## config.mk

```make
export PLATFORM = sky130hd
export DESIGN_NAME = postfix_stack_evaluator
export DESIGN_NICKNAME = d
export VERILOG_FILES = /design/src/rtl/pse_pkg.sv /design/src/rtl/pse_front.sv /design/src/rtl/pse_cmd_queue.sv /design/src/rtl/pse_divider.sv /design/src/rtl/pse_back.sv /design/src/rtl/postfix_stack_evaluator.sv
export SDC_FILE = /design/constraint.sdc
export NUM_CORES = 2
export LEC_CHECK = 0
export BUFFER_PORTS_ARGS = -buffer_cell sky130_fd_sc_hd__buf_4
export CAP_MARGIN = 25
export CORE_ASPECT_RATIO = 1.1
export CORE_MARGIN = 3
export CORE_UTILIZATION = 30
export CTS_CLUSTER_SIZE = 20
export DETAILED_ROUTE_END_ITERATION = 6
export PLACE_DENSITY = 0.47
export RECOVER_POWER = 25
export SYNTH_ARGS = -nofsm -noshare
export SYNTH_HDL_FRONTEND = slang
export SYNTH_SLANG_ARGS = --single-unit
```

## constraint.sdc

```tcl
create_clock -name clk_i -period 9.5 [get_ports clk_i]
set_clock_uncertainty 0.05 [all_clocks]
set_input_delay 0.95 -clock clk_i [delete_from_list [all_inputs] [get_ports clk_i]]
set_output_delay 0.95 -clock clk_i [all_outputs]
set_load 0.01 [all_outputs]
```

## src/rtl/pse_pkg.sv

```systemverilog
`timescale 1ns / 1ps

package pse_pkg;

  // Operand stack geometry.
  localparam int STACK_DEPTH = 16;
  localparam int PTR_W       = $clog2(STACK_DEPTH);
  localparam int DEPTH_W     = $clog2(STACK_DEPTH + 1);

  // Token queue between the front and the back.
  localparam int QUEUE_DEPTH = 2;
  localparam int QPTR_W      = $clog2(QUEUE_DEPTH);
  localparam int QCNT_W      = $clog2(QUEUE_DEPTH + 1);

  // Divider: one quotient bit per cycle over a 48-bit Q16.16 dividend.
  localparam int DIV_STEPS = 48;
  localparam int DIV_CNT_W = $clog2(DIV_STEPS);

  // Token operation codes.
  localparam logic [2:0] OP_PUSH = 3'd0;
  localparam logic [2:0] OP_ADD  = 3'd1;
  localparam logic [2:0] OP_SUB  = 3'd2;
  localparam logic [2:0] OP_MUL  = 3'd3;
  localparam logic [2:0] OP_DIV  = 3'd4;

  // Error codes reported with each result.
  localparam logic [1:0] ERR_NONE  = 2'd0;
  localparam logic [1:0] ERR_UNDER = 2'd1;
  localparam logic [1:0] ERR_OVER  = 2'd2;
  localparam logic [1:0] ERR_DIVZ  = 2'd3;

  // Saturation limits of signed Q16.16.
  localparam logic [31:0] Q_MAX = 32'h7FFF_FFFF;
  localparam logic [31:0] Q_MIN = 32'h8000_0000;

  // Token class decided by the front.
  typedef enum logic [1:0] {
    KIND_PUSH,
    KIND_ARITH,
    KIND_NOP
  } kind_e;

  // Input item as it arrives on the port.
  typedef struct packed {
    logic [2:0]         operation;
    logic signed [31:0] value;
    logic               last;
  } in_item_t;

  // Result item as it leaves the port.
  typedef struct packed {
    logic signed [31:0] result;
    logic [1:0]         error;
  } out_item_t;

  // Classified token held in the queue.
  typedef struct packed {
    kind_e              kind;
    logic [2:0]         op;
    logic signed [31:0] value;
    logic               last;
  } cmd_t;

  // Divider request and response.
  typedef struct packed {
    logic               start;
    logic signed [31:0] dividend;
    logic signed [31:0] divisor;
  } div_req_t;

  typedef struct packed {
    logic        done;
    logic [31:0] quotient;
  } div_rsp_t;

endpackage

```

## src/rtl/pse_front.sv

```systemverilog
`timescale 1ns / 1ps

module pse_front
  import pse_pkg::*;
(
  input  logic     in_valid_i,
  input  in_item_t in_item_i,
  output logic     in_stall_o,
  input  logic     queue_full_i,
  output logic     push_o,
  output cmd_t     cmd_o
);

  // The front takes a token whenever the queue has room.
  assign in_stall_o = queue_full_i;
  assign push_o     = in_valid_i && !queue_full_i;

  // Sort each token into push, arithmetic or no-operation.
  always_comb begin
    cmd_o.op    = in_item_i.operation;
    cmd_o.value = in_item_i.value;
    cmd_o.last  = in_item_i.last;
    if (in_item_i.operation == OP_PUSH) begin
      cmd_o.kind = KIND_PUSH;
    end else if (in_item_i.operation inside {[OP_ADD:OP_DIV]}) begin
      cmd_o.kind = KIND_ARITH;
    end else begin
      cmd_o.kind = KIND_NOP;
    end
  end

endmodule

```

## src/rtl/pse_cmd_queue.sv

```systemverilog
`timescale 1ns / 1ps

module pse_cmd_queue
  import pse_pkg::*;
(
  input  logic clk_i,
  input  logic rst_ni,
  input  logic push_i,
  input  cmd_t cmd_i,
  output logic full_o,
  input  logic pop_i,
  output logic valid_o,
  output cmd_t head_o
);

  cmd_t              entry_q [QUEUE_DEPTH];
  logic [QPTR_W-1:0] wr_ptr_q;
  logic [QPTR_W-1:0] wr_ptr_d;
  logic [QPTR_W-1:0] rd_ptr_q;
  logic [QPTR_W-1:0] rd_ptr_d;
  logic [QCNT_W-1:0] cnt_q;
  logic [QCNT_W-1:0] cnt_d;
  logic              do_push;
  logic              do_pop;

  assign full_o  = (cnt_q == QCNT_W'(QUEUE_DEPTH));
  assign valid_o = (cnt_q != '0);
  assign head_o  = entry_q[rd_ptr_q];
  assign do_push = push_i && !full_o;
  assign do_pop  = pop_i && valid_o;

  // Pointer and fill count update.
  always_comb begin
    wr_ptr_d = wr_ptr_q;
    rd_ptr_d = rd_ptr_q;
    cnt_d    = cnt_q;
    if (do_push) begin
      wr_ptr_d = (wr_ptr_q == QPTR_W'(QUEUE_DEPTH - 1)) ? '0 : wr_ptr_q + QPTR_W'(1);
    end
    if (do_pop) begin
      rd_ptr_d = (rd_ptr_q == QPTR_W'(QUEUE_DEPTH - 1)) ? '0 : rd_ptr_q + QPTR_W'(1);
    end
    if (do_push && !do_pop) begin
      cnt_d = cnt_q + QCNT_W'(1);
    end else if (do_pop && !do_push) begin
      cnt_d = cnt_q - QCNT_W'(1);
    end
  end

  always_ff @(posedge clk_i or negedge rst_ni) begin
    if (!rst_ni) begin
      wr_ptr_q <= '0;
      rd_ptr_q <= '0;
      cnt_q    <= '0;
    end else begin
      wr_ptr_q <= wr_ptr_d;
      rd_ptr_q <= rd_ptr_d;
      cnt_q    <= cnt_d;
    end
  end

  // Token storage.
  always_ff @(posedge clk_i) begin
    if (do_push) begin
      entry_q[wr_ptr_q] <= cmd_i;
    end
  end

`ifndef NO_ASSERTIONS
  // The fill count never goes past the queue depth.
  assert property (@(posedge clk_i) disable iff (!rst_ni)
    cnt_q <= QCNT_W'(QUEUE_DEPTH))
    else $error("token queue count out of range");
`endif

endmodule

```

## src/rtl/pse_divider.sv

```systemverilog
`timescale 1ns / 1ps

module pse_divider
  import pse_pkg::*;
(
  input  logic     clk_i,
  input  logic     rst_ni,
  input  div_req_t req_i,
  output div_rsp_t rsp_o
);

  logic                 busy_q;
  logic                 done_q;
  logic [DIV_CNT_W-1:0] cnt_q;
  logic [31:0]          rem_q;
  logic [47:0]          quo_q;
  logic [31:0]          dvs_q;
  logic                 neg_q;
  logic [32:0]          trial;
  logic                 fits;
  logic [31:0]          dividend_mag;
  logic [31:0]          divisor_mag;
  logic [47:0]          quo_neg;

  // Operand magnitudes; the most negative number maps to 2^31.
  assign dividend_mag = req_i.dividend[31] ? 32'(-req_i.dividend) : 32'(req_i.dividend);
  assign divisor_mag  = req_i.divisor[31] ? 32'(-req_i.divisor) : 32'(req_i.divisor);

  // One restoring step: shift in the next dividend bit and try the subtract.
  assign trial = {rem_q, quo_q[47]};
  assign fits  = (trial >= {1'b0, dvs_q});

  always_ff @(posedge clk_i or negedge rst_ni) begin
    if (!rst_ni) begin
      busy_q <= 1'b0;
      done_q <= 1'b0;
      cnt_q  <= '0;
    end else begin
      done_q <= 1'b0;
      if (req_i.start) begin
        busy_q <= 1'b1;
        cnt_q  <= '0;
      end else if (busy_q) begin
        if (cnt_q == DIV_CNT_W'(DIV_STEPS - 1)) begin
          busy_q <= 1'b0;
          done_q <= 1'b1;
        end
        cnt_q <= cnt_q + DIV_CNT_W'(1);
      end
    end
  end

  // Remainder and quotient datapath.
  always_ff @(posedge clk_i) begin
    if (req_i.start) begin
      rem_q <= '0;
      quo_q <= {dividend_mag, 16'h0000};
      dvs_q <= divisor_mag;
      neg_q <= req_i.dividend[31] ^ req_i.divisor[31];
    end else if (busy_q) begin
      rem_q <= fits ? 32'(trial - {1'b0, dvs_q}) : trial[31:0];
      quo_q <= {quo_q[46:0], fits};
    end
  end

  // Apply the sign and saturate to the Q16.16 range.
  assign quo_neg = -quo_q;

  always_comb begin
    rsp_o.done = done_q;
    if (neg_q) begin
      rsp_o.quotient = (quo_q > 48'h0000_8000_0000) ? Q_MIN : quo_neg[31:0];
    end else begin
      rsp_o.quotient = (quo_q > 48'h0000_7FFF_FFFF) ? Q_MAX : quo_q[31:0];
    end
  end

`ifndef NO_ASSERTIONS
  // A new division starts only when the unit is free.
  assert property (@(posedge clk_i) disable iff (!rst_ni)
    req_i.start |-> !busy_q)
    else $error("divider restarted while busy");

  // Completion follows the final step of a running division.
  assert property (@(posedge clk_i) disable iff (!rst_ni)
    done_q |-> $past(busy_q) && !busy_q)
    else $error("divider done without a running division");
`endif

endmodule

```

## src/rtl/pse_back.sv

```systemverilog
`timescale 1ns / 1ps

module pse_back
  import pse_pkg::*;
(
  input  logic      clk_i,
  input  logic      rst_ni,
  input  logic      q_valid_i,
  input  cmd_t      q_head_i,
  output logic      q_pop_o,
  output div_req_t  div_req_o,
  input  div_rsp_t  div_rsp_i,
  output logic      out_valid_o,
  input  logic      out_stall_i,
  output out_item_t out_item_o
);

  // Sequencer states.
  localparam logic [3:0] ST_IDLE   = 4'd0;
  localparam logic [3:0] ST_DECODE = 4'd1;
  localparam logic [3:0] ST_RD_B   = 4'd2;
  localparam logic [3:0] ST_RD_A   = 4'd3;
  localparam logic [3:0] ST_EXEC   = 4'd4;
  localparam logic [3:0] ST_MUL    = 4'd5;
  localparam logic [3:0] ST_DIV    = 4'd6;
  localparam logic [3:0] ST_WRITE  = 4'd7;
  localparam logic [3:0] ST_FINISH = 4'd8;
  localparam logic [3:0] ST_TOP    = 4'd9;
  localparam logic [3:0] ST_EMIT   = 4'd10;

  localparam logic signed [47:0] WIDE_MAX = 48'sh0000_7FFF_FFFF;
  localparam logic signed [47:0] WIDE_MIN = 48'shFFFF_8000_0000;

  logic [3:0]         state_q;
  logic [3:0]         state_d;
  cmd_t               cmd_q;
  cmd_t               cmd_d;
  logic [DEPTH_W-1:0] depth_q;
  logic [DEPTH_W-1:0] depth_d;
  logic [1:0]         err_q;
  logic [1:0]         err_d;
  logic signed [31:0] a_q;
  logic signed [31:0] a_d;
  logic signed [31:0] b_q;
  logic signed [31:0] b_d;
  logic signed [31:0] res_q;
  logic signed [31:0] res_d;
  logic signed [63:0] prod_q;
  logic signed [31:0] rd_data_q;
  logic               out_valid_q;
  out_item_t          out_item_q;
  logic [31:0]        stack_mem [STACK_DEPTH];
  logic               wr_en;
  logic [PTR_W-1:0]   wr_addr;
  logic [31:0]        wr_data;
  logic               rd_en;
  logic [PTR_W-1:0]   rd_addr;
  logic               out_load;
  logic [DEPTH_W-1:0] depth_m1;
  logic [DEPTH_W-1:0] depth_m2;
  logic signed [32:0] sum;
  logic signed [32:0] diff;

  // Keep the first error of an expression.
  function automatic logic [1:0] keep_err(input logic [1:0] cur, input logic [1:0] code);
    keep_err = (cur == ERR_NONE) ? code : cur;
  endfunction

  // Clamp a wide signed value to the Q16.16 range.
  function automatic logic [31:0] sat_wide(input logic signed [47:0] v);
    if (v > WIDE_MAX) begin
      sat_wide = Q_MAX;
    end else if (v < WIDE_MIN) begin
      sat_wide = Q_MIN;
    end else begin
      sat_wide = v[31:0];
    end
  endfunction

  assign depth_m1 = depth_q - DEPTH_W'(1);
  assign depth_m2 = depth_q - DEPTH_W'(2);
  assign sum      = {a_q[31], a_q} + {b_q[31], b_q};
  assign diff     = {a_q[31], a_q} - {b_q[31], b_q};

  // Token sequencer: read operands, compute, write back, emit on the last token.
  always_comb begin
    state_d            = state_q;
    cmd_d              = cmd_q;
    depth_d            = depth_q;
    err_d              = err_q;
    a_d                = a_q;
    b_d                = b_q;
    res_d              = res_q;
    q_pop_o            = 1'b0;
    wr_en              = 1'b0;
    wr_addr            = depth_m2[PTR_W-1:0];
    wr_data            = res_q;
    rd_en              = 1'b0;
    rd_addr            = depth_m1[PTR_W-1:0];
    div_req_o.start    = 1'b0;
    div_req_o.dividend = a_q;
    div_req_o.divisor  = b_q;
    out_load           = 1'b0;
    case (state_q)
      ST_IDLE: begin
        if (q_valid_i) begin
          cmd_d   = q_head_i;
          q_pop_o = 1'b1;
          state_d = ST_DECODE;
        end
      end
      ST_DECODE: begin
        state_d = ST_FINISH;
        case (cmd_q.kind)
          KIND_PUSH: begin
            if (depth_q < DEPTH_W'(STACK_DEPTH)) begin
              wr_en   = 1'b1;
              wr_addr = depth_q[PTR_W-1:0];
              wr_data = cmd_q.value;
              depth_d = depth_q + DEPTH_W'(1);
            end else begin
              err_d = keep_err(err_q, ERR_OVER);
            end
          end
          KIND_ARITH: begin
            if (depth_q < DEPTH_W'(2)) begin
              err_d = keep_err(err_q, ERR_UNDER);
            end else begin
              rd_en   = 1'b1;
              state_d = ST_RD_B;
            end
          end
          default: begin
          end
        endcase
      end
      ST_RD_B: begin
        b_d     = rd_data_q;
        rd_en   = 1'b1;
        rd_addr = depth_m2[PTR_W-1:0];
        state_d = ST_RD_A;
      end
      ST_RD_A: begin
        a_d     = rd_data_q;
        state_d = ST_EXEC;
      end
      ST_EXEC: begin
        case (cmd_q.op)
          OP_ADD: begin
            res_d   = sat_wide(48'(sum));
            state_d = ST_WRITE;
          end
          OP_SUB: begin
            res_d   = sat_wide(48'(diff));
            state_d = ST_WRITE;
          end
          OP_MUL: begin
            state_d = ST_MUL;
          end
          default: begin
            if (b_q == '0) begin
              err_d   = keep_err(err_q, ERR_DIVZ);
              res_d   = '0;
              state_d = ST_WRITE;
            end else begin
              div_req_o.start = 1'b1;
              state_d         = ST_DIV;
            end
          end
        endcase
      end
      ST_MUL: begin
        // Arithmetic shift of the product rounds toward minus infinity.
        res_d   = sat_wide(prod_q[63:16]);
        state_d = ST_WRITE;
      end
      ST_DIV: begin
        if (div_rsp_i.done) begin
          res_d   = div_rsp_i.quotient;
          state_d = ST_WRITE;
        end
      end
      ST_WRITE: begin
        wr_en   = 1'b1;
        depth_d = depth_m1;
        state_d = ST_FINISH;
      end
      ST_FINISH: begin
        if (!cmd_q.last) begin
          state_d = ST_IDLE;
        end else if (depth_q == '0) begin
          res_d   = '0;
          err_d   = keep_err(err_q, ERR_UNDER);
          state_d = ST_EMIT;
        end else begin
          rd_en   = 1'b1;
          state_d = ST_TOP;
        end
      end
      ST_TOP: begin
        res_d   = rd_data_q;
        state_d = ST_EMIT;
      end
      ST_EMIT: begin
        if (!out_valid_q || !out_stall_i) begin
          out_load = 1'b1;
          depth_d  = '0;
          err_d    = ERR_NONE;
          state_d  = ST_IDLE;
        end
      end
      default: begin
        state_d = ST_IDLE;
      end
    endcase
  end

  // Control state.
  always_ff @(posedge clk_i or negedge rst_ni) begin
    if (!rst_ni) begin
      state_q     <= ST_IDLE;
      depth_q     <= '0;
      err_q       <= ERR_NONE;
      out_valid_q <= 1'b0;
    end else begin
      state_q <= state_d;
      depth_q <= depth_d;
      err_q   <= err_d;
      if (out_load) begin
        out_valid_q <= 1'b1;
      end else if (!out_stall_i) begin
        out_valid_q <= 1'b0;
      end
    end
  end

  // Datapath registers.
  always_ff @(posedge clk_i) begin
    cmd_q  <= cmd_d;
    a_q    <= a_d;
    b_q    <= b_d;
    res_q  <= res_d;
    prod_q <= a_q * b_q;
    if (out_load) begin
      out_item_q.result <= res_q;
      out_item_q.error  <= err_q;
    end
  end

  // Operand stack memory with registered read data.
  always_ff @(posedge clk_i) begin
    if (wr_en) begin
      stack_mem[wr_addr] <= wr_data;
    end
    if (rd_en) begin
      rd_data_q <= stack_mem[rd_addr];
    end
  end

  assign out_valid_o = out_valid_q;
  assign out_item_o  = out_item_q;

`ifndef NO_ASSERTIONS
  // The stack never holds more entries than it has.
  assert property (@(posedge clk_i) disable iff (!rst_ni)
    depth_q <= DEPTH_W'(STACK_DEPTH))
    else $error("stack depth out of range");

  // An operator writes back only when two operands were on the stack.
  assert property (@(posedge clk_i) disable iff (!rst_ni)
    state_q == ST_WRITE |-> depth_q >= DEPTH_W'(2))
    else $error("write back with fewer than two operands");

  // Emitting a result leaves a clean stack and error for the next expression.
  assert property (@(posedge clk_i) disable iff (!rst_ni)
    out_load |=> depth_q == '0 && err_q == ERR_NONE && out_valid_q)
    else $error("expression state not cleared after result");
`endif

endmodule

```

## src/rtl/postfix_stack_evaluator.sv

```systemverilog
// Postfix evaluator for signed Q16.16 tokens. Each accepted token goes into a
// two-entry queue, so the input side keeps taking tokens while the queue has room,
// also while the evaluator works and while a finished result waits in the output
// register. The back end keeps the operand stack in a single-port memory and handles
// one token at a time. Divide waits on the divider, which makes one quotient bit
// per cycle over 48 steps. A token marked last then reads the top of the stack and
// loads the result register. The error field holds the first error of the expression;
// stack and error clear after each result.
`timescale 1ns / 1ps

module postfix_stack_evaluator
  import pse_pkg::*;
(
  input  logic      clk_i,
  input  logic      rst_ni,
  input  logic      in_valid_i,
  output logic      in_stall_o,
  input  in_item_t  in_item_i,
  output logic      out_valid_o,
  input  logic      out_stall_i,
  output out_item_t out_item_o
);

  logic     queue_full;
  logic     queue_push;
  cmd_t     front_cmd;
  logic     queue_pop;
  logic     queue_valid;
  cmd_t     queue_head;
  div_req_t div_req;
  div_rsp_t div_rsp;

  // Front end: token intake and classification.
  pse_front u_front (
    .in_valid_i   (in_valid_i),
    .in_item_i    (in_item_i),
    .in_stall_o   (in_stall_o),
    .queue_full_i (queue_full),
    .push_o       (queue_push),
    .cmd_o        (front_cmd)
  );

  // Queue that decouples intake from evaluation.
  pse_cmd_queue u_queue (
    .clk_i   (clk_i),
    .rst_ni  (rst_ni),
    .push_i  (queue_push),
    .cmd_i   (front_cmd),
    .full_o  (queue_full),
    .pop_i   (queue_pop),
    .valid_o (queue_valid),
    .head_o  (queue_head)
  );

  // Back end: operand stack, arithmetic and result register.
  pse_back u_back (
    .clk_i       (clk_i),
    .rst_ni      (rst_ni),
    .q_valid_i   (queue_valid),
    .q_head_i    (queue_head),
    .q_pop_o     (queue_pop),
    .div_req_o   (div_req),
    .div_rsp_i   (div_rsp),
    .out_valid_o (out_valid_o),
    .out_stall_i (out_stall_i),
    .out_item_o  (out_item_o)
  );

  // Iterative Q16.16 divider.
  pse_divider u_divider (
    .clk_i  (clk_i),
    .rst_ni (rst_ni),
    .req_i  (div_req),
    .rsp_o  (div_rsp)
  );

endmodule
```

==> run metrics <==
Die Height=547 um; endpoints failing hold=0; area grow syn2layout=11.3%; GRT Total Usage=0.188; antenna violations before repair=11; mux cell area share after synthesis=0.0508; Final ANT Viol Nets=0; Setup Viol. Count Final=0; Adder-Cell Fraction of Synth Area=0.317; Slew headroom=-1.35; CTS tree=done; worst hold path class=in -> reg; CP Launch Type=register; Placed Cells=10448; Initial Util=0.303; Post-synth EDFFs=853; Reg-to-Reg Start=u_back.a_q[16]; setup bufs post-CTS=0; CTS Buffer Depth=3; simple-gate share of the synthesized area=0.112; Hold EP=u_queue.entry_q[1][14]; Post-synth ARST share=0.0247; flops & latches, synth=973; DIE WIDTH=498 um; f_max=0.111 GHz; crit path cell chain=buf_4 -> ha_1 -> fa_1 -> fa_1 -> inv_1 -> fa_1 -> fa_1 -> inv_1 -> fa_1 -> fa_1 -> fa_1 -> inv_1 -> fa_1 -> inv_1 -> ha_1 -> inv_1 -> nor3_1 -> nand2_1 -> a2111o_1 -> a21oi_1 -> o21ai_0 -> o21ai_0 -> a21oi_1 -> xnor2_1; gpl congestion=0.918; CTS Sinks=973; first-pass GRT wire length=383000 um; critical path class=reg -> reg; Avg Cell Area, Syn=11.3 um2; Hold WS=328 ps; Layout Cells excl Fill=10657; r2r setup slk=480 ps; slowest stage delay, CP=890 ps; post-synthesis cell area=79800 um2; Yosys warning total=0; Netlist cell types=91; most frequent CP cell=fa_1; Clock Pin Slew Worst Setup and Hold Paths=60 ps; fin. max-slew vios=242; Inserted Clock Buffers=109; vias in the first global route=56383; reg2reg path depth=24; failing checks=capacitance limit, slew limit; buffer and inverter count on the worst path=6; Port Buf Inserts=75; via count=53196; xor/xnor cell area share of the yosys netlist=0.0189; crit share post-route=0.949; total core area=263000 um2; R2R Path End=u_back.prod_q[60]; worst hold start=in_item_i[14]; DP HPWL=191000 um; nets=8490; Worst-Skew Late Latency=780 ps; cts-stage hold buffer count=0; Setup crit end kind=register; Slew @ Worst Pin=3530 ps; CP arrival=9600 ps; Compound-Gate Fraction of Synth Area=0.0762; Post-Route WL=257000 um; Worst Hold Depth=1; Die ar.=272000 um2; Post-synth top flop=edfxtp_1; grt ovf=0; WP data required=10080 ps; minimum clock period=9020 ps; Starting DRT DRC Count=4389; CTS Root Cell=clkbuf_16; status=finished with violations; combinational family with the most area after synthesis=adder cells; syn_nets=8494; maximum fanout along the worst path=17; Critical-path top delay cell=edfxtp_1; Placement Rows=197; Max Cap Viol=8; Gate Count Post-Synth=7083; Crit path max-delay family=adder cells; post-DR vias/cell=4.99; post-cts repair resize count=0; Pre-Repair DR Iteration Count=6; IO Pins=76; post-DR wirelength/cell=24.1 um; setup_tns=0 ps; DRC=0; pin count of the biggest net entering global routing=129; sequential share of the synthesized area=0.353; RSZ-0062 raised after global routing=no; share of post-route cells with drive strength above 1=0.0873; H-tree Lvls=3
## per-stage QoR
step	worst slack, ps	cell area [um2]	util
finish	485	88800	0.337
global route	128	88800	0.337
CTS	488	89000	0.338
detailed placement	461	85200	0.324
global placement	443	85100	0.323
floorplan	1400	79800	-
## worst max path at each step
stage / slack [ps] / cells after the start / endpoint / start
3_5_place_dp: 460 / 24 / u_back.prod_q[60] / u_back.a_q[16]
6_report: 480 / 24 / u_back.prod_q[60] / u_back.a_q[16]
2_1_floorplan: 1400 / 25 / u_back.prod_q[60] / u_back.a_q[31]
4_1_cts: 490 / 24 / u_back.prod_q[60] / u_back.a_q[16]
5_1_grt: 130 / 24 / u_back.prod_q[60] / u_back.a_q[16]
3_3_place_gp: 440 / 23 / u_back.prod_q[60] / u_back.b_q[30]
## kinds of logic (layout without fill, tap and decap cells)
kind of cell,Yosys count,in the layout
AO/OA/AOI/OAI,956,956
XOR/XNOR,172,172
adder cells (fa/ha/maj),1371,1371
buffers and inverters,1531,1619
flip-flops,973,973
multiplexers,240,240
other,0,4
AND/OR/NAND/NOR,1840,1840
## per-layer routing
metal  vias to the layer above  share of wire  global-route usage  wire [um]
li1                      23321              -                   -          -
met1                     28002           0.43               0.249     110000
met2                      1516           0.48               0.315     123000
met3                       355          0.052              0.0260      13300
met4                         2          0.039              0.0645      10100
met5                         -       0.000043                   0         11
## synthesized netlist by cell type, types with 18 or more instances
library cell,n,area share
inv_1,1131,0.053
fa_1,1084,0.27
edfxtp_1,853,0.32
nand2_1,724,0.034
and2_1,438,0.034
clkbuf_1,331,0.016
a21oi_1,300,0.019
nor2_1,299,0.014
ha_1,287,0.045
o21ai_0,206,0.013
mux4_2,128,0.036
xnor2_1,112,0.012
dfxtp_1,96,0.024
a211oi_1,95,0.0089
nand3_1,75,0.0047
mux2i_1,72,0.0090
nor2b_1,71,0.0056
xor2_1,60,0.0066
a21o_1,54,0.0051
nor3_1,45,0.0028
mux2_2,40,0.0056
a31oi_1,39,0.0031
buf_2,34,0.0021
nand4_1,34,0.0027
nand2b_1,33,0.0026
o31ai_1,33,0.0031
buf_1,30,0.0014
o21a_1,26,0.0024
nor4_1,25,0.0020
dfrtp_1,24,0.0075
o211ai_1,19,0.0018
or3_1,19,0.0015
and3_1,18,0.0014
## layout by cell type, fill, tap and decap left out, types with 96 or more instances in the layout
| cell type | n |
|---|---|
| inv_1 | 1131 |
| fa_1 | 1083 |
| edfxtp_1 | 853 |
| nand2_1 | 723 |
| and2_1 | 438 |
| a21oi_1 | 298 |
| ha_1 | 287 |
| nor2_1 | 282 |
| o21ai_0 | 205 |
| buf_4 | 186 |
| mux4_2 | 128 |
| xnor2_1 | 109 |
| clkbuf_16 | 109 |
| dfxtp_1 | 96 |
## cell type report
class,count,area (um2)
inverters,1134,4260
fillers,26469,174000
flip-flops and latches,973,28100
repair buffers,282,2130
multi-input cells,4579,46100
well taps,3482,4360
diodes,4,10.0
clock buffers,123,2780
clock inverters,80,995
## flip-flops by register name, indices dropped and copies added (netlist names), 34 cells and up
signal             flops
u_queue.entry_q       76
u_back.stack_mem     512
u_back.prod_q         48
u_back.cmd_q          38
u_divider.quo_q       48
u_back.out_item_o     34
## worst reg2reg max path, stage by stage (launching register included)
cell,delay (ps)
edfxtp_1,890
buf_4,390
ha_1,390
fa_1,500
fa_1,520
inv_1,70
fa_1,500
fa_1,510
inv_1,50
fa_1,480
fa_1,520
fa_1,540
inv_1,50
fa_1,540
inv_1,50
ha_1,350
inv_1,80
nor3_1,430
nand2_1,170
a2111o_1,530
a21oi_1,500
o21ai_0,250
o21ai_0,330
a21oi_1,130
xnor2_1,140
Power is left out: the tool's default activity adds up to more than one toggle a clock period on the data nets, which glitch-free logic cannot reach.
